**config.mk**
```make
export PLATFORM = sky130hd
export DESIGN_NAME = sof_len_xor_frame_parser_flat
export DESIGN_NICKNAME = d
export VERILOG_FILES = /design/src/rtl/core/slfp_pkg.sv /design/src/rtl/core/slfp_in_if.sv /design/src/rtl/core/slfp_out_if.sv /design/src/rtl/core/slfp_fifo.sv /design/src/rtl/core/slfp_front.sv /design/src/rtl/core/slfp_back.sv /design/src/rtl/core/sof_len_xor_frame_parser.sv /design/src/flat_wrapper.sv
export SDC_FILE = /design/constraint.sdc
export NUM_CORES = 1
export LEC_CHECK = 0
export BUFFER_PORTS_ARGS = -buffer_cell sky130_fd_sc_hd__buf_2
export CAP_MARGIN = 30
export CORE_ASPECT_RATIO = 0.6
export CORE_UTILIZATION = 65
export CTS_BUF_LIST = sky130_fd_sc_hd__clkbuf_2
export DETAILED_ROUTE_END_ITERATION = 10
export GPL_TIMING_DRIVEN = 1
export HOLD_SLACK_MARGIN = 0.05
export MAX_ROUTING_LAYER = met4
export PLACE_DENSITY = 0.95
export SLEW_MARGIN = 20
export SYNTH_ARGS = -nofsm -noshare
export SYNTH_HDL_FRONTEND = slang
export SYNTH_HIERARCHICAL = 1
export SYNTH_SLANG_ARGS = --single-unit
```
**constraint.sdc**
```tcl
create_clock -name clk -period 11.8 [get_ports clk]
set_clock_uncertainty 0.05 [all_clocks]
set_input_delay 2.36 -clock clk [delete_from_list [all_inputs] [get_ports clk]]
set_output_delay 2.36 -clock clk [all_outputs]
set_load 0.02 [all_outputs]
```
**src/rtl/core/slfp_pkg.sv**
```systemverilog
package slfp_pkg;

  localparam logic [7:0] SOF_MARK = 8'hAA;

  localparam logic [1:0] ST_RECV = 2'd0;
  localparam logic [1:0] ST_DONE = 2'd1;
  localparam logic [1:0] ST_ERR  = 2'd2;
  localparam logic [1:0] ST_TOUT = 2'd3;

  typedef enum logic [2:0] {
    PH_SOF,
    PH_CMD,
    PH_LEN,
    PH_DATA,
    PH_CHK
  } slfp_phase_t;

  // one queued result job from the front to the back
  typedef struct packed {
    logic [1:0] status;
    logic [7:0] cmd;
    logic [7:0] len;
  } slfp_job_t;

  // payload store write port
  typedef struct packed {
    logic       we;
    logic [7:0] addr;
    logic [7:0] data;
  } slfp_wr_t;

  // back status toward the front
  typedef struct packed {
    logic frame_end;
  } slfp_back_stat_t;

endpackage

```
**src/rtl/core/slfp_in_if.sv**
```systemverilog
interface slfp_in_if;
  logic        valid;
  logic        ready;
  logic [7:0]  rx_byte;
  logic [31:0] arrival_time;

  modport source (output valid, output rx_byte, output arrival_time, input ready);
  modport sink (input valid, input rx_byte, input arrival_time, output ready);
endinterface

```
**src/rtl/core/slfp_out_if.sv**
```systemverilog
interface slfp_out_if;
  logic       valid;
  logic       ready;
  logic [1:0] status;
  logic [7:0] frame_cmd;
  logic [4:0] frame_len;
  logic [3:0] byte_index;
  logic [7:0] payload_byte;
  logic       last;

  modport source (
    output valid, output status, output frame_cmd, output frame_len,
    output byte_index, output payload_byte, output last, input ready
  );
  modport sink (
    input valid, input status, input frame_cmd, input frame_len,
    input byte_index, input payload_byte, input last, output ready
  );
endinterface

```
**src/rtl/core/slfp_fifo.sv**
```systemverilog
module slfp_fifo
  import slfp_pkg::*;
#(
  parameter int DEPTH = 2
) (
  input  logic      clk,
  input  logic      rst,
  input  logic      push,
  input  slfp_job_t din,
  output logic      full,
  input  logic      pop,
  output slfp_job_t dout,
  output logic      empty
);

  localparam int AW = (DEPTH > 1) ? $clog2(DEPTH) : 1;
  localparam int CW = $clog2(DEPTH + 1);

  slfp_job_t       mem [DEPTH];
  logic [AW-1:0]   wr_ptr;
  logic [AW-1:0]   rd_ptr;
  logic [CW-1:0]   count;

  assign full  = (count == CW'(DEPTH));
  assign empty = (count == '0);
  assign dout  = mem[rd_ptr];

  always_ff @(posedge clk) begin
    if (push) begin
      mem[wr_ptr] <= din;
    end
  end

  always_ff @(posedge clk) begin
    if (rst) begin
      wr_ptr <= '0;
      rd_ptr <= '0;
      count  <= '0;
    end else begin
      if (push) begin
        wr_ptr <= (wr_ptr == AW'(DEPTH - 1)) ? '0 : wr_ptr + AW'(1);
      end
      if (pop) begin
        rd_ptr <= (rd_ptr == AW'(DEPTH - 1)) ? '0 : rd_ptr + AW'(1);
      end
      if (push && !pop) begin
        count <= count + CW'(1);
      end else if (pop && !push) begin
        count <= count - CW'(1);
      end
    end
  end

endmodule

```
**src/rtl/core/slfp_front.sv**
```systemverilog
module slfp_front
  import slfp_pkg::*;
#(
  parameter int PAYLOAD_MAX = 16
) (
  input  logic            clk,
  input  logic            rst,
  input  logic            cfg_we,
  input  logic [31:0]     cfg_data,
  slfp_in_if.sink         rx,
  input  logic            q_full,
  output logic            q_push,
  output slfp_job_t       q_din,
  output slfp_wr_t        wr,
  input  slfp_back_stat_t bstat
);

  localparam int LW = $clog2(PAYLOAD_MAX + 1);

  slfp_phase_t phase;
  slfp_phase_t phase_next;
  slfp_phase_t eff_phase;
  logic [31:0] timeout_limit;
  logic [31:0] previous_time;
  logic [7:0]  command_reg;
  logic [LW-1:0] length_reg;
  logic [LW-1:0] received_count;
  logic [LW-1:0] count_inc;
  logic [7:0]  running_xor;
  logic        hold;
  logic        accept;
  logic        tout;
  logic        bad_len;
  logic [31:0] gap;
  logic [1:0]  hstat;
  logic [7:0]  b;

  assign b         = rx.rx_byte;
  assign rx.ready  = !q_full && !hold;
  assign accept    = rx.valid && rx.ready;
  assign gap       = rx.arrival_time - previous_time;
  assign tout      = (timeout_limit != '0) && (phase != PH_SOF) && (gap > timeout_limit);
  assign eff_phase = tout ? PH_SOF : phase;
  assign bad_len   = (32'(b) > PAYLOAD_MAX);
  assign count_inc = received_count + LW'(1);

  // next state
  always_comb begin
    phase_next = eff_phase;
    unique case (eff_phase)
      PH_SOF:  phase_next = (b == SOF_MARK) ? PH_CMD : PH_SOF;
      PH_CMD:  phase_next = PH_LEN;
      PH_LEN: begin
        if (bad_len) begin
          phase_next = PH_SOF;
        end else if (b == 8'd0) begin
          phase_next = PH_CHK;
        end else begin
          phase_next = PH_DATA;
        end
      end
      PH_DATA: phase_next = (count_inc >= length_reg) ? PH_CHK : PH_DATA;
      PH_CHK:  phase_next = PH_SOF;
      default: phase_next = PH_SOF;
    endcase
  end

  // outputs
  always_comb begin
    hstat = ST_RECV;
    wr    = '0;
    unique case (eff_phase)
      PH_SOF:  hstat = ST_RECV;
      PH_CMD:  hstat = ST_RECV;
      PH_LEN:  hstat = bad_len ? ST_ERR : ST_RECV;
      PH_DATA: begin
        hstat   = ST_RECV;
        wr.we   = accept;
        wr.addr = 8'(received_count);
        wr.data = b;
      end
      PH_CHK:  hstat = (b == running_xor) ? ST_DONE : ST_ERR;
      default: hstat = ST_RECV;
    endcase
    q_push        = accept;
    q_din.status  = tout ? ST_TOUT : hstat;
    q_din.cmd     = (!tout && hstat == ST_DONE) ? command_reg : 8'd0;
    q_din.len     = (!tout && hstat == ST_DONE) ? 8'(length_reg) : 8'd0;
  end

  always_ff @(posedge clk) begin
    if (rst) begin
      timeout_limit <= '0;
    end else if (cfg_we) begin
      timeout_limit <= cfg_data;
    end
  end

  always_ff @(posedge clk) begin
    if (rst) begin
      phase          <= PH_SOF;
      previous_time  <= '0;
      command_reg    <= '0;
      length_reg     <= '0;
      received_count <= '0;
      running_xor    <= '0;
      hold           <= 1'b0;
    end else begin
      if (bstat.frame_end) begin
        hold <= 1'b0;
      end
      if (accept) begin
        phase <= phase_next;
        if (hstat == ST_RECV) begin
          previous_time <= rx.arrival_time;
        end
        unique case (eff_phase)
          PH_SOF: begin
            running_xor    <= '0;
            received_count <= '0;
          end
          PH_CMD: begin
            command_reg <= b;
            running_xor <= running_xor ^ b;
          end
          PH_LEN: begin
            if (!bad_len) begin
              length_reg  <= LW'(b);
              running_xor <= running_xor ^ b;
            end
          end
          PH_DATA: begin
            received_count <= count_inc;
            running_xor    <= running_xor ^ b;
          end
          PH_CHK: begin
            // frame finished either way
            if (hstat == ST_DONE && length_reg != '0) begin
              hold <= 1'b1;
            end
          end
          default: ;
        endcase
      end
    end
  end

endmodule

```
**src/rtl/core/slfp_back.sv**
```systemverilog
module slfp_back
  import slfp_pkg::*;
#(
  parameter int PAYLOAD_MAX = 16
) (
  input  logic            clk,
  input  logic            rst,
  input  slfp_wr_t        wr,
  input  logic            q_empty,
  input  slfp_job_t       q_dout,
  output logic            q_pop,
  output slfp_back_stat_t bstat,
  slfp_out_if.source      result
);

  localparam int AW = (PAYLOAD_MAX > 1) ? $clog2(PAYLOAD_MAX) : 1;

  logic [7:0] store [PAYLOAD_MAX];
  logic [7:0] mem_q;
  logic       o_valid;
  logic [1:0] o_status;
  logic [7:0] o_cmd;
  logic [7:0] o_len;
  logic [7:0] o_idx;
  logic       o_has;
  logic       o_last;
  logic       active;
  logic [7:0] cnt;
  logic [7:0] f_cmd;
  logic [7:0] f_len;
  logic       load;
  logic       last_now;
  logic       job_frame;

  assign load      = !o_valid || result.ready;
  assign q_pop     = !active && !q_empty && load;
  assign last_now  = (cnt + 8'd1 == f_len);
  assign job_frame = (q_dout.status == ST_DONE) && (q_dout.len != 8'd0);

  // all reads of the frame are done once its final entry is loaded
  assign bstat.frame_end = active && load && last_now;

  assign result.valid        = o_valid;
  assign result.status       = o_status;
  assign result.frame_cmd    = o_cmd;
  assign result.frame_len    = o_len[4:0];
  assign result.byte_index   = o_idx[3:0];
  assign result.payload_byte = o_has ? mem_q : 8'd0;
  assign result.last         = o_last;

  always_ff @(posedge clk) begin
    if (wr.we) begin
      store[wr.addr[AW-1:0]] <= wr.data;
    end
  end

  always_ff @(posedge clk) begin
    if (rst) begin
      o_valid <= 1'b0;
      active  <= 1'b0;
      cnt     <= '0;
    end else begin
      if (active && load) begin
        o_valid <= 1'b1;
        cnt     <= cnt + 8'd1;
        if (last_now) begin
          active <= 1'b0;
        end
      end else if (q_pop) begin
        cnt <= '0;
        if (job_frame) begin
          active  <= 1'b1;
          o_valid <= 1'b0;
        end else begin
          o_valid <= 1'b1;
        end
      end else if (load) begin
        o_valid <= 1'b0;
      end
    end
  end

  always_ff @(posedge clk) begin
    if (active && load) begin
      o_status <= ST_DONE;
      o_cmd    <= f_cmd;
      o_len    <= f_len;
      o_idx    <= cnt;
      o_has    <= 1'b1;
      o_last   <= last_now;
      mem_q    <= store[cnt[AW-1:0]];
    end else if (q_pop) begin
      f_cmd    <= q_dout.cmd;
      f_len    <= q_dout.len;
      o_status <= q_dout.status;
      o_cmd    <= q_dout.cmd;
      o_len    <= q_dout.len;
      o_idx    <= '0;
      o_has    <= 1'b0;
      o_last   <= 1'b1;
    end
  end

endmodule

```
**src/rtl/core/sof_len_xor_frame_parser.sv**
```systemverilog
// Serial frame parser: each input transaction is one received byte with its millisecond
// arrival time; frames are 0xAA, command, length (0 to PAYLOAD_MAX), payload and an XOR
// checksum over command, length and payload. One byte is taken per cycle unless held off,
// and each byte gives one result, except that a good frame's checksum byte gives one per
// payload byte (one result when the length is zero). While a completed frame with payload
// is emitted the input is held off until the output side, walking the payload store's
// single read port one entry a cycle when not stalled, has loaded the frame's last entry.
// A two-entry queue separates byte parsing from result output, so the input keeps running
// while a result waits at the output, until it is full. The user must write timeout_limit
// via cfg_we/cfg_data only while idle (unchecked); zero disables the inter-byte timeout.
module sof_len_xor_frame_parser
  import slfp_pkg::*;
#(
  parameter int PAYLOAD_MAX = 16
) (
  input  logic        clk,
  input  logic        rst,
  input  logic        cfg_we,
  input  logic [31:0] cfg_data,
  slfp_in_if.sink     rx,
  slfp_out_if.source  result
);

  slfp_job_t       q_din;
  slfp_job_t       q_dout;
  logic            q_push;
  logic            q_pop;
  logic            q_full;
  logic            q_empty;
  slfp_wr_t        wr;
  slfp_back_stat_t bstat;

  slfp_front #(.PAYLOAD_MAX(PAYLOAD_MAX)) u_front (
    .clk      (clk),
    .rst      (rst),
    .cfg_we   (cfg_we),
    .cfg_data (cfg_data),
    .rx       (rx),
    .q_full   (q_full),
    .q_push   (q_push),
    .q_din    (q_din),
    .wr       (wr),
    .bstat    (bstat)
  );

  slfp_fifo #(.DEPTH(2)) u_fifo (
    .clk   (clk),
    .rst   (rst),
    .push  (q_push),
    .din   (q_din),
    .full  (q_full),
    .pop   (q_pop),
    .dout  (q_dout),
    .empty (q_empty)
  );

  slfp_back #(.PAYLOAD_MAX(PAYLOAD_MAX)) u_back (
    .clk     (clk),
    .rst     (rst),
    .wr      (wr),
    .q_empty (q_empty),
    .q_dout  (q_dout),
    .q_pop   (q_pop),
    .bstat   (bstat),
    .result  (result)
  );

endmodule

```
**src/flat_wrapper.sv**
```systemverilog
// flat-port wrapper written by rule: the top's interface ports become plain ports
module sof_len_xor_frame_parser_flat import slfp_pkg::*;
#(
  parameter int PAYLOAD_MAX = 16
)
  (clk, rst, cfg_we, cfg_data, rx_valid, rx_rx_byte, rx_arrival_time, rx_ready, result_valid, result_status, result_frame_cmd, result_frame_len, result_byte_index, result_payload_byte, result_last, result_ready);
  slfp_in_if rx_i ();
  slfp_out_if result_i ();
  input  logic clk;
  input  logic rst;
  input  logic cfg_we;
  input  logic [31:0] cfg_data;
  input wire logic [$bits(rx_i.valid)-1:0] rx_valid;
  input wire logic [$bits(rx_i.rx_byte)-1:0] rx_rx_byte;
  input wire logic [$bits(rx_i.arrival_time)-1:0] rx_arrival_time;
  output wire logic [$bits(rx_i.ready)-1:0] rx_ready;
  output wire logic [$bits(result_i.valid)-1:0] result_valid;
  output wire logic [$bits(result_i.status)-1:0] result_status;
  output wire logic [$bits(result_i.frame_cmd)-1:0] result_frame_cmd;
  output wire logic [$bits(result_i.frame_len)-1:0] result_frame_len;
  output wire logic [$bits(result_i.byte_index)-1:0] result_byte_index;
  output wire logic [$bits(result_i.payload_byte)-1:0] result_payload_byte;
  output wire logic [$bits(result_i.last)-1:0] result_last;
  input wire logic [$bits(result_i.ready)-1:0] result_ready;
  assign rx_i.valid = rx_valid;
  assign rx_i.rx_byte = rx_rx_byte;
  assign rx_i.arrival_time = rx_arrival_time;
  assign rx_ready = rx_i.ready;
  assign result_valid = result_i.valid;
  assign result_status = result_i.status;
  assign result_frame_cmd = result_i.frame_cmd;
  assign result_frame_len = result_i.frame_len;
  assign result_byte_index = result_i.byte_index;
  assign result_payload_byte = result_i.payload_byte;
  assign result_last = result_i.last;
  assign result_i.ready = result_ready;
  sof_len_xor_frame_parser #(.PAYLOAD_MAX(PAYLOAD_MAX)) u_core (.clk(clk), .rst(rst), .cfg_we(cfg_we), .cfg_data(cfg_data), .rx(rx_i), .result(result_i));
endmodule
```
# [After elaboration in Yosys (flattened, before gate mapping)]
# Memories as Yosys holds them, arrays and structs flattened. A register that Yosys moved wholly into a read port is not among the register bits.
# Cells that the tools add are included.
[totals] register_bits=145 ram_bits=158 inputBits=77 output_inout_bits=30 word_cells=141 memories=2
[op_classes] add_sub_neg=7 n_lt_le_gt_ge=3 eq_ne=12 n_mux=48 n_bitwise=3 reduce_logical=44
[memory_table] name="u_core.u_back.store" words=16 word_bits=8 read_ports=1 rd_clocked_by_memory_dff=1 write_ports=1 line_no="slfp_back.sv:18" rtl="logic [7:0] store [PAYLOAD_MAX];"
[memory_table] name="u_core.u_fifo.mem" words=2 word_bits=15 read_ports=1 rd_clocked_by_memory_dff=1 write_ports=1 line_no="slfp_fifo.sv:19" rtl="slfp_job_t mem [DEPTH];"
[ops] operator="8-bit 2-to-1 mux" n=7
[ops] operator="32-bit greater-than comparator" n=1
[ops] operator="32-bit nonzero test" n=1
[ops] operator="32-bit subtractor" n=1
[ops] operator="8-bit case mux with 3 select lines" n=1
[ops] operator="1-bit 2-to-1 mux" n=23
[ops] operator="17-bit 2-to-1 mux" n=1
[ops] operator="8-bit == test" n=2
[ops] operator="5-bit 2-to-1 mux" n=3
[ops] operator="1-bit logical AND" n=13
[ops] operator="3-bit 2-to-1 mux" n=4
[ops] operator="3-bit case mux with 4 select lines" n=1
[ops] operator="2-bit 2-to-1 mux" n=5
[ops] operator="5-bit case mux with 2 select lines" n=1
[ops] operator="3-bit AND reduction" n=3
[ops] operator="3-bit nonzero test" n=3
[ops] operator="8-bit by 1-bit adder with 8-bit output (second input constant)" n=1
[ops] operator="8-bit == test (second input constant)" n=1
[ops] operator="8-bit by 5-bit greater-than comparator with 1-bit output (second input constant)" n=1
[ops] operator="1-bit zero test" n=8
[ops] operator="8-bit zero test" n=1
[ops] operator="2-bit AND reduction" n=4
[ops] operator="2-bit nonzero test" n=4
[ops] operator="8-bit nonzero test" n=1
[ops] operator="20 further kinds" n=26

# [Longest topological paths before layout]
# Gate-level depths: netlist of run 1.
[depth] word_depth=11 mapped_depth=25 depth_no_buf=23

# [By module]
# Netlist of run 1, hierarchy kept.
[modules_own_cells] mod="slfp_back" instances=1 cells_per_inst=398 area_per_inst_um2=7313.3 seq_area_each_um2=5365.1
[modules_own_cells] mod="slfp_front" instances=1 cells_per_inst=886 area_per_inst_um2=7284.5 seq_area_each_um2=1881.8
[modules_own_cells] mod="slfp_fifo" instances=1 cells_per_inst=78 area_per_inst_um2=1503.9 seq_area_each_um2=1181.1

# [Worst setup path after synthesis of run 1]
# OpenSTA, ideal clock, no wires.
[synth_timing] kind="input to register" start="input rx_arrival_time[0]" end="memory u_core.u_back.store[0][0], enable pin" setup_time_ns=0.383 arrival_time_ns=7.358 required_time_ns=11.367 setup_slack_ns=4.009 path_stages=22 path_buffers=1 path_cell_list="inv_1 > ha_1 > inv_1 > fa_1 > a211oi_1 > o211ai_1 > nand4_1 > a21boi_0 > o21ai_0 > a21boi_0 > or4b_2 > nand3_1 > ha_1 > a21o_1 > a21o_1 > a211oi_1 > a31oi_1 > o21ba_1 > buf_6 > nor4_1 > or3b_2 > nor3_1"
[synth_rtl] element="from (decl)" line_no="flat_wrapper.sv:15" rtl="input wire logic [$bits(rx_i.arrival_time)-1:0] rx_arrival_time;"
[synth_rtl] element="to (decl)" line_no="slfp_back.sv:18"

==> impl_metrics.csv, run 1 <==
group,metric,value,unit
timing,hold_viol,0,
drt,drt_first_pass_iters,8,
cts,cts_inserted_buffers,71,
cts,post_cts.repair.setup_buffers,0,
drt,vias,12000,
grt,grt_start_max_net_pins,125,
synth,syn_area,16100,um^2
power,power.density,171,nW/um^2
timing,maxSlewHeadroom,31.0,%
placement,total_placed_cells_including_tap_cells,1738,
drt,route.detailed.vias_per_inst,6.39,
placement,dpl.hpwl,28000,um
placement,finalWeightedCongestion,0.917,
cts,cts_max_level,3,
grt,number_of_antenna_violations_at_the_first_check_in_global_routing,4,
timing,max_slew.worst_pin.slew,1.03,ns
placement,dpl-instance-area,16800,um^2
layout,largest_register_ff_count,128,
layout,most-common-layout-cells,"sky130_fd_sc_hd__edfxtp_1 (206), sky130_fd_sc_hd__clkbuf_2 (117), sky130_fd_sc_hd__nand2b_1 (112)",
power,worst_case_vdd_ir_drop,0.0000729,V
grt,first_global_vias,11300,
drt,drtAntennaViolNets,0,
cts,clk-insertion-delay-late,0.92,ns
layout,postLayoutCellArea,17600,um^2
setup_path,crit_path_end_kind,"flip-flop",
layout,drive_above_1_share,19.3,%
synth,mean_post_synth_cell_area,11.8,um^2
setup_path,slowest_stage,"sky130_fd_sc_hd__nor3_1",
drt,wire_length_per_cell_after_detailed_routing,21.6,um
timing,clock.fmax,0.122,GHz
cts,max-clock-path-buffers,3,
power,power.leakage,0.00688,uW
cts,postCtsHoldBufs,0,
setup_path,critical_path.max_stage_delay,0.73,ns
placement,place_ws,2.64,ns
synth,ys.warnings.count,6,
timing,setup-violations-final,0,
layout,nNetsFinal,1644,
cts,cts-resized-gates,0,
cts,path_clk_slew,0.09,ns
run,maxCapViolations,0,
floorplan,initial_utilization,66.4,%
synth,netlist_instances,1358,
floorplan,rows,44,
layout,area.growth.synth_to_final,9.45,%
setup_path,cp.arrival,8.68,ns
placement,io_buffer_count,106,
timing,part_of_the_cycle_the_worst_path_needs,69.5,%
setup_path,required,12.29,ns
floorplan,die_width,205,um
grt,grt.total_usage,32.9,%
setup_path,crit_chain,"buf_2 > inv_1 > ha_1 > inv_1 > fa_1 > a211oi_1 > o211ai_1 > nand4_1 > a21boi_0 > o21ai_0 > a21boi_0 > or4b_2 > nand3_1 > ha_1 > a21o_1 > a21o_1 > a211oi_1 > a31oi_1 > o21ba_1 > nor3_1 > and2_1 > nand2b_1 > nor2_1",
drt,remaining_drc_errors,0,
min_path,holdCritPathClass,"reg -> reg",
timing,timing.setup.tns,0,ns
cts,clockRootBuffer,"sky130_fd_sc_hd__clkbuf_2",
layout,layout_commonest_cell,"sky130_fd_sc_hd__edfxtp_1",
cts,clkSinkCount,318,
setup_path,critical_path.startpoint_type,"input pin",
setup_path,cp_max_fo,12,
layout,layoutNonFillerInstCount,1877,
cts,cts_tree,"yes",
setup_path,timing_worst_setup_path_type,"in -> reg",
timing,setup_slack,3.60,ns
drt,detail_route.iter0.violations,1522,
floorplan,height_of_the_die,124,um
timing,finalMaxSlewViolations,0,
floorplan,design.portCount,107,
grt,grt_pass1_wl,60900,um
timing,period_minus_slack,8.20,ns
outcome,outcome,"complete, no violations",
grt,globalRouteOverflowTotal,0,
floorplan,core_region_area,24200,um^2
drt,overall_routed_net_length,40600,um
timing,rsz0062_at_grt,"no",
floorplan,die_area,25400,um^2
[final timing paths]
kind              cells past startpoint  slack, ns                          endpoint                              from
setup / recovery                     23       3.60         u_core/u_back/store[1][7]                rx_arrival_time[0]
hold reg to reg                       2       0.43  u_core/u_front/previous_time[19]  u_core/u_front/previous_time[19]
hold / removal                        2       0.43  u_core/u_front/previous_time[19]  u_core/u_front/previous_time[19]
setup reg to reg                     21       4.86         u_core/u_back/store[1][7]   u_core/u_front/previous_time[0]
[stage by stage]
step                total power (uW)  hold WS (ns)  utilization (%)
floorplan                       2040         0.394                -
global placement                2220         0.406             69.2
detailed placement              2280         0.411             69.4
CTS                             3000         0.432             72.1
global route                    3160         0.453             72.6
finish                          3010         0.428             72.6
[critical path: cells and delay by family]
kind / cells / cell delay [ns]
adders and majority gates: 3 / 0.81
buffers and inverters: 3 / 0.20
AOI/OAI and AO/OA: 10 / 2.21
and+or+nand+nor: 7 / 3.06
[power breakdown]
part / total [uW] / switching, uW / leakage, uW / internal [uW]
clock network: 719 / 439 / 0.000526 / 280
registers: 1420 / 78.3 / 0.00285 / 1340
logic: 870 / 525 / 0.00351 / 345
total: 3010 / 1040 / 0.00688 / 1970
[area by class of cell]
cell class	instances	area [um^2]
clock buffers	117	586
clock inverters	12	81.3
well taps	322	403
inverters	82	308
repair buffers	122	706
flip-flops and latches	318	8430
diodes	4	10.0
fillers	1558	6630
multi-input cells	900	7070
[metal layers]
layer	track usage (%)	vias up	routed length, um
li1	-	5313	-
met1	44.0	5643	16800
met2	47.4	866	17400
met3	8.95	170	4730
met4	14.2	0	1620
met5	-	-	0
(Power assumes the default switching activity.)
==> inputs of run 2 (changes only) <==
--- a/config.mk
+++ b/config.mk
@@ -8,13 +8,13 @@
 export BUFFER_PORTS_ARGS = -buffer_cell sky130_fd_sc_hd__buf_2
 export CAP_MARGIN = 30
 export CORE_ASPECT_RATIO = 0.6
-export CORE_UTILIZATION = 65
+export CORE_UTILIZATION = 57
 export CTS_BUF_LIST = sky130_fd_sc_hd__clkbuf_2
 export DETAILED_ROUTE_END_ITERATION = 10
 export GPL_TIMING_DRIVEN = 1
 export HOLD_SLACK_MARGIN = 0.05
 export MAX_ROUTING_LAYER = met4
-export PLACE_DENSITY = 0.95
+export PLACE_DENSITY = 0.89
 export SLEW_MARGIN = 20
 export SYNTH_ARGS = -nofsm -noshare
 export SYNTH_HDL_FRONTEND = slang
==> constraint.sdc (replaced) <==
create_clock -name clk -period 7 [get_ports clk]
set_clock_uncertainty 0.05 [all_clocks]
set_input_delay 1.4 -clock clk [delete_from_list [all_inputs] [get_ports clk]]
set_output_delay 1.4 -clock clk [all_outputs]
set_load 0.02 [all_outputs]
==> run 2 against run 1 <==
Net effect:
- highest routed layer unchanged
- combinational power up 67%
- final area up 1.4%
- clock power up 61%
- via count down 4.1%
- first-iteration DRC count down 22%
- hold slack better by 0.0045 ns
- routed wire length down 6.0%
- worst setup slack worse by 2.8 ns
- sequential share of layout area down 0.68 points
- sequential power up 68%
- die area up 14%
- critical path depth down 2
==> impl_metrics.csv, run 2 (same netlist as run 1, synthesis figures left out) <==
group,metric,value,unit
outcome,outcome,"complete, no violations",
setup_path,critical_path.startpoint_type,"input pin",
floorplan,rows,47,
drt,detail_route.iter0.violations,1180,
layout,most-common-layout-cells,"sky130_fd_sc_hd__edfxtp_1 (206), sky130_fd_sc_hd__clkbuf_2 (112), sky130_fd_sc_hd__nand2b_1 (112)",
timing,clock.fmax,0.161,GHz
timing,maxSlewHeadroom,45.6,%
cts,post_cts.repair.setup_buffers,0,
setup_path,required,7.54,ns
timing,period_minus_slack,6.23,ns
floorplan,die_area,28900,um^2
floorplan,core_region_area,27600,um^2
min_path,holdCritPathClass,"reg -> reg",
cts,cts_max_level,3,
layout,multi_input_area,7050,um^2
power,power.leakage,0.00700,uW
placement,finalWeightedCongestion,0.936,
drt,drt_first_pass_iters,5,
floorplan,initial_utilization,58.2,%
cts,postCtsHoldBufs,0,
grt,grt_start_max_net_pins,97,
grt,grt_pass1_wl,59900,um
cts,clkSinkCount,318,
timing,rsz0062_at_grt,"no",
timing,part_of_the_cycle_the_worst_path_needs,88.9,%
placement,io_buffer_count,106,
cts,cts_tree,"yes",
layout,layout_commonest_cell,"sky130_fd_sc_hd__edfxtp_1",
layout,largest_register_ff_count,128,
floorplan,height_of_the_die,132,um
cts,max-clock-path-buffers,3,
layout,final-seq-area,8430,um^2
drt,remaining_drc_errors,0,
grt,globalRouteOverflowTotal,0,
cts,cts_inserted_buffers,74,
floorplan,design.portCount,107,
setup_path,cp.arrival,6.77,ns
floorplan,die_width,219,um
grt,number_of_antenna_violations_at_the_first_check_in_global_routing,5,
grt,grt.total_usage,27.8,%
drt,route.detailed.vias_per_inst,5.88,
layout,nNetsFinal,1676,
timing,max_slew.worst_pin.slew,0.814,ns
drt,drtAntennaViolNets,0,
cts,cts-resized-gates,0,
power,worst_case_vdd_ir_drop,0.000282,V
grt,first_global_vias,11200,
drt,wire_length_per_cell_after_detailed_routing,19.5,um
timing,setup-violations-final,0,
power,power.density,280,nW/um^2
setup_path,cp_max_fo,8,
timing,hold_viol,0,
layout,final.fill_count,2115,
power,finalPower,5000,uW
run,maxCapViolations,0,
layout,postLayoutCellArea,17800,um^2
setup_path,timing_worst_setup_path_type,"in -> reg",
layout,drive_above_1_share,20.1,%
placement,dpl-instance-area,17100,um^2
timing,timing.setup.tns,0,ns
cts,path_clk_slew,0.10,ns
setup_path,crit_path_end_kind,"flip-flop",
layout,utilization,64.6,%
placement,dpl.hpwl,27300,um
layout,area.growth.synth_to_final,11.0,%
timing,fin_hold_ws,0.432,ns
drt,overall_routed_net_length,38200,um
drt,vias,11500,
cts,clockRootBuffer,"sky130_fd_sc_hd__clkbuf_2",
cts,clk-insertion-delay-late,0.95,ns
timing,finalMaxSlewViolations,0,
[run 2: final cells by class]
cell class                      count  area share [%]
Sequential cell                   318            47.2
Multi-Input combinational cell    900            39.5
Timing Repair Buffer              151            5.16
Clock buffer                      112            3.14
Tap cell                          367            2.57
Inverter                           82            1.72
Clock inverter                     23           0.561
Antenna cell                        5          0.0701
[run 2: path summary, 6_finish.rpt]
check / start / to / slack [ns] / cells after the start
worst max-delay path: rx_arrival_time[6] / u_core/u_back/store[0][3] / 0.77 / 21
worst min-delay path: u_core/u_front/previous_time[17] / u_core/u_front/previous_time[17] / 0.43 / 2
worst max register to register: u_core/u_front/previous_time[6] / u_core/u_back/store[0][3] / 0.98 / 21
worst min register to register: u_core/u_front/previous_time[17] / u_core/u_front/previous_time[17] / 0.43 / 2
[run 2: power breakdown]
group / internal (uW) / switching (uW)
Clock: 427 / 738
Sequential: 2260 / 126
Combinational: 588 / 863
[run 2: worst max-delay path: stages]
cell                        delay [ns]
sky130_fd_sc_hd__buf_2            0.11
sky130_fd_sc_hd__ha_1             0.30
sky130_fd_sc_hd__a2111oi_0        0.58
sky130_fd_sc_hd__a2111oi_0        0.22
sky130_fd_sc_hd__buf_4            0.19
sky130_fd_sc_hd__nor2_1           0.33
sky130_fd_sc_hd__a21oi_1          0.16
sky130_fd_sc_hd__o41ai_1          0.36
sky130_fd_sc_hd__xnor2_1          0.19
sky130_fd_sc_hd__ha_1             0.29
sky130_fd_sc_hd__a21o_1           0.17
sky130_fd_sc_hd__a21o_1           0.17
sky130_fd_sc_hd__a211o_1          0.30
sky130_fd_sc_hd__o211ai_1         0.11
sky130_fd_sc_hd__a31oi_1          0.17
sky130_fd_sc_hd__o21ba_1          0.25
sky130_fd_sc_hd__buf_4            0.17
sky130_fd_sc_hd__nor4_1           0.36
sky130_fd_sc_hd__or3b_2           0.54
sky130_fd_sc_hd__nor3_1           0.16
sky130_fd_sc_hd__buf_4            0.22
[run 2: routing by layer]
metal  track usage (%)  wire length (um)
met1              41.2             17600
met2              37.2             15900
met3              7.82              3930
met4              7.45               704
met5                 -                 0
[run 2: through the flow]
step           cells  worst slack, ns
5_1_grt         1958            0.596
3_3_place_gp    1813            0.158
2_1_floorplan   1360            0.169
6_report        1958            0.774
3_5_place_dp    1816         -0.00437
4_1_cts         1951            0.999
==> inputs of run 3 (changes only) <==
--- a/config.mk
+++ b/config.mk
@@ -5,11 +5,11 @@
 export SDC_FILE = /design/constraint.sdc
 export NUM_CORES = 1
 export LEC_CHECK = 0
-export BUFFER_PORTS_ARGS = -buffer_cell sky130_fd_sc_hd__buf_2
+export BUFFER_PORTS_ARGS = -buffer_cell sky130_fd_sc_hd__clkbuf_2
 export CAP_MARGIN = 30
 export CORE_ASPECT_RATIO = 0.6
 export CORE_UTILIZATION = 57
-export CTS_BUF_LIST = sky130_fd_sc_hd__clkbuf_2
+export CTS_BUF_LIST = sky130_fd_sc_hd__clkbuf_4 sky130_fd_sc_hd__clkbuf_8
 export DETAILED_ROUTE_END_ITERATION = 10
 export GPL_TIMING_DRIVEN = 1
 export HOLD_SLACK_MARGIN = 0.05
==> run 3 against run 2 <==
Net effect:
- power up 7.3%
- worst setup slack worse by 0.35 ns
- flip-flop and latch count unchanged
- via count about the same
- final area up 1.5%
- count of clock-buffer cells in the layout down 47
- core utilization up 0.98 points
- non-clock buffer count down 1
- critical endpoint is now u_core/u_back/store[2][6]
- largest cell class unchanged
==> impl_metrics.csv, run 3 (same netlist as run 1, synthesis figures left out) <==
group,metric,value,unit
outcome,outcome,"complete, no violations",
cts,clockRootBuffer,"sky130_fd_sc_hd__clkbuf_8",
timing,hold_viol,0,
setup_path,critical_path.startpoint_type,"input pin",
min_path,worst_hold_startpoint,"u_core/u_front/previous_time[19]",
layout,antenna_cells,0,
min_path,whs_path_depth,2,
floorplan,die_area,28900,um^2
run,maxCapViolations,0,
drt,remaining_drc_errors,0,
drt,overall_routed_net_length,39100,um
cts,post_cts.repair.setup_buffers,0,
timing,period_minus_slack,6.57,ns
setup_path,cp.arrival,6.79,ns
cts,path_clk_slew,0.06,ns
grt,grt.total_usage,28.3,%
layout,most-common-layout-cells,"sky130_fd_sc_hd__edfxtp_1 (206), sky130_fd_sc_hd__nand2b_1 (112), sky130_fd_sc_hd__dfxtp_1 (111)",
layout,drive_above_1_share,18.0,%
placement,finalWeightedCongestion,0.979,
cts,cts_inserted_buffers,45,
setup_path,regToRegSetupSlack,1.04,ns
timing,timing.setup.tns,0,ns
layout,final-seq-area,8430,um^2
floorplan,height_of_the_die,132,um
floorplan,rows,47,
setup_path,required,7.22,ns
layout,final.fill_count,1990,
power,p_int,3670,uW
grt,grt_pass1_wl,60900,um
drt,wire_length_per_cell_after_detailed_routing,20.6,um
min_path,holdCritPathClass,"reg -> reg",
layout,largest_register_ff_count,128,
timing,part_of_the_cycle_the_worst_path_needs,93.9,%
cts,cts-resized-gates,0,
power,power_spent_charging_and_discharging_nets,1700,uW
setup_path,worstRegToRegCells,23,
min_path,timing.hold.worst_endpoint,"u_core/u_front/previous_time[19]",
layout,nNetsFinal,1646,
cts,cts_max_level,2,
drt,route.detailed.vias_per_inst,6.06,
drt,detail_route.iter0.violations,1353,
setup_path,rr_startpoint,"u_core/u_front/previous_time[0]",
timing,max_slew.worst_pin.slew,0.815,ns
grt,globalRouteOverflowTotal,0,
cts,cts_tree,"yes",
power,sequential_share_of_power,44.6,%
grt,number_of_antenna_violations_at_the_first_check_in_global_routing,0,
floorplan,initial_utilization,58.2,%
drt,drtAntennaViolNets,0,
timing,maxSlewHeadroom,45.7,%
layout,layout_commonest_cell,"sky130_fd_sc_hd__edfxtp_1",
floorplan,die_width,219,um
power,power.density,296,nW/um^2
power,finalPower,5370,uW
timing,rsz0062_at_grt,"no",
cts,clkSinkCount,318,
layout,area.growth.synth_to_final,12.7,%
floorplan,core_region_area,27600,um^2
setup_path,crit_path_end_kind,"flip-flop",
grt,first_global_vias,11000,
grt,grt_start_max_net_pins,115,
floorplan,design.portCount,107,
placement,dpl.hpwl,27800,um
drt,drt_first_pass_iters,6,
cts,max-clock-path-buffers,3,
setup_path,worst_r2r_endpoint,"u_core/u_back/store[2][6]",
setup_path,timing_worst_setup_path_type,"in -> reg",
power,switching_share,31.7,%
placement,io_buffer_count,106,
power,p_clk_share,28.2,%
cts,clk-insertion-delay-late,0.59,ns
power,worst_case_vdd_ir_drop,0.000288,V
timing,clock.fmax,0.152,GHz
drt,vias,11500,
setup_path,cp_max_fo,10,
power,power.leakage,0.00701,uW
timing,finalMaxSlewViolations,0,
timing,setup-violations-final,0,
layout,utilization,65.5,%
layout,multi_input_area,7050,um^2
cts,postCtsHoldBufs,0,
power,pwr-share-comb,27.2,%
[run 3: cell types whose count changed in the layout (fill, tap and decap cells not counted)]
cell and change:
sky130_fd_sc_hd__buf_16 +1, sky130_fd_sc_hd__buf_2 -105, sky130_fd_sc_hd__buf_4 -2, sky130_fd_sc_hd__bufinv_16 +2, sky130_fd_sc_hd__clkbuf_2 -7, sky130_fd_sc_hd__clkbuf_4 +16
sky130_fd_sc_hd__clkbuf_8 +49, sky130_fd_sc_hd__clkinv_1 -12, sky130_fd_sc_hd__clkinv_2 +3, sky130_fd_sc_hd__clkinv_4 -1, sky130_fd_sc_hd__clkinvlp_4 -2, sky130_fd_sc_hd__diode_2 -5
sky130_fd_sc_hd__inv_6 +1, sky130_fd_sc_hd__inv_8 +2
[run 3: cell type report]
type	count	area share, %
Timing Repair Buffer	150	5.15
Clock inverter	16	0.760
Multi-Input combinational cell	900	38.9
Sequential cell	318	46.5
Tap cell	367	2.53
Clock buffer	65	4.39
Inverter	82	1.70
[run 3: worst max-delay path by stage]
stage	from	to
after global placement	rx_arrival_time[12]	u_core/u_back/store[0][0]
after global routing	rx_arrival_time[0]	u_core/u_back/store[2][6]
after detailed placement	rx_arrival_time[0]	u_core/u_back/store[2][1]
after floorplan	rx_arrival_time[0]	u_core/u_back/store[0][0]
after CTS	rx_arrival_time[0]	u_core/u_back/store[2][6]
final	rx_arrival_time[0]	u_core/u_back/store[2][6]
[run 3: metrics by stage]
step	hold WS, ns	std cells	instance area (um^2)	setup slack [ns]
after floorplan	0.394	1360	16100	0.169
after global placement	0.409	1811	17100	0.319
after detailed placement	0.415	1815	17100	0.0215
after CTS	0.426	1896	18100	0.599
after global routing	0.446	1898	18100	0.107
final	0.424	1898	18100	0.425
[run 3: critical path, cell delays in order]
cell	delay, ns
sky130_fd_sc_hd__clkbuf_2	0.09
sky130_fd_sc_hd__inv_1	0.06
sky130_fd_sc_hd__ha_1	0.16
sky130_fd_sc_hd__inv_1	0.06
sky130_fd_sc_hd__fa_1	0.41
sky130_fd_sc_hd__a211oi_1	0.33
sky130_fd_sc_hd__o211ai_1	0.18
sky130_fd_sc_hd__nand4_1	0.23
sky130_fd_sc_hd__a21boi_0	0.12
sky130_fd_sc_hd__o21ai_0	0.23
sky130_fd_sc_hd__a21boi_0	0.18
sky130_fd_sc_hd__or4b_2	0.62
sky130_fd_sc_hd__nand3_1	0.10
sky130_fd_sc_hd__ha_1	0.24
sky130_fd_sc_hd__a21o_1	0.16
sky130_fd_sc_hd__a21o_1	0.17
sky130_fd_sc_hd__a211oi_1	0.22
sky130_fd_sc_hd__a31oi_1	0.17
sky130_fd_sc_hd__o21ba_1	0.27
sky130_fd_sc_hd__nor3_1	0.33
sky130_fd_sc_hd__buf_4	0.22
sky130_fd_sc_hd__and2_1	0.25
sky130_fd_sc_hd__nand2b_1	0.20
sky130_fd_sc_hd__nor2_1	0.16
sky130_fd_sc_hd__buf_4	0.21
[run 3: power by group through the flow]
stage	sequential, uW	combinational [uW]	clock (uW)
final	2390	1460	1520
after global routing	2420	1590	1620
after CTS	2390	1430	1550
after detailed placement	2430	1420	0
after global placement	2430	1330	0
after floorplan	2460	978	0
[run 3: per-layer routing]
metal	up-vias	GRT usage (%)	share of wire, %
met5	-	-	0
met4	0	7.87	1.7
met3	62	7.36	11
met2	626	38.7	42
met1	5537	41.4	45
li1	5285	-	-
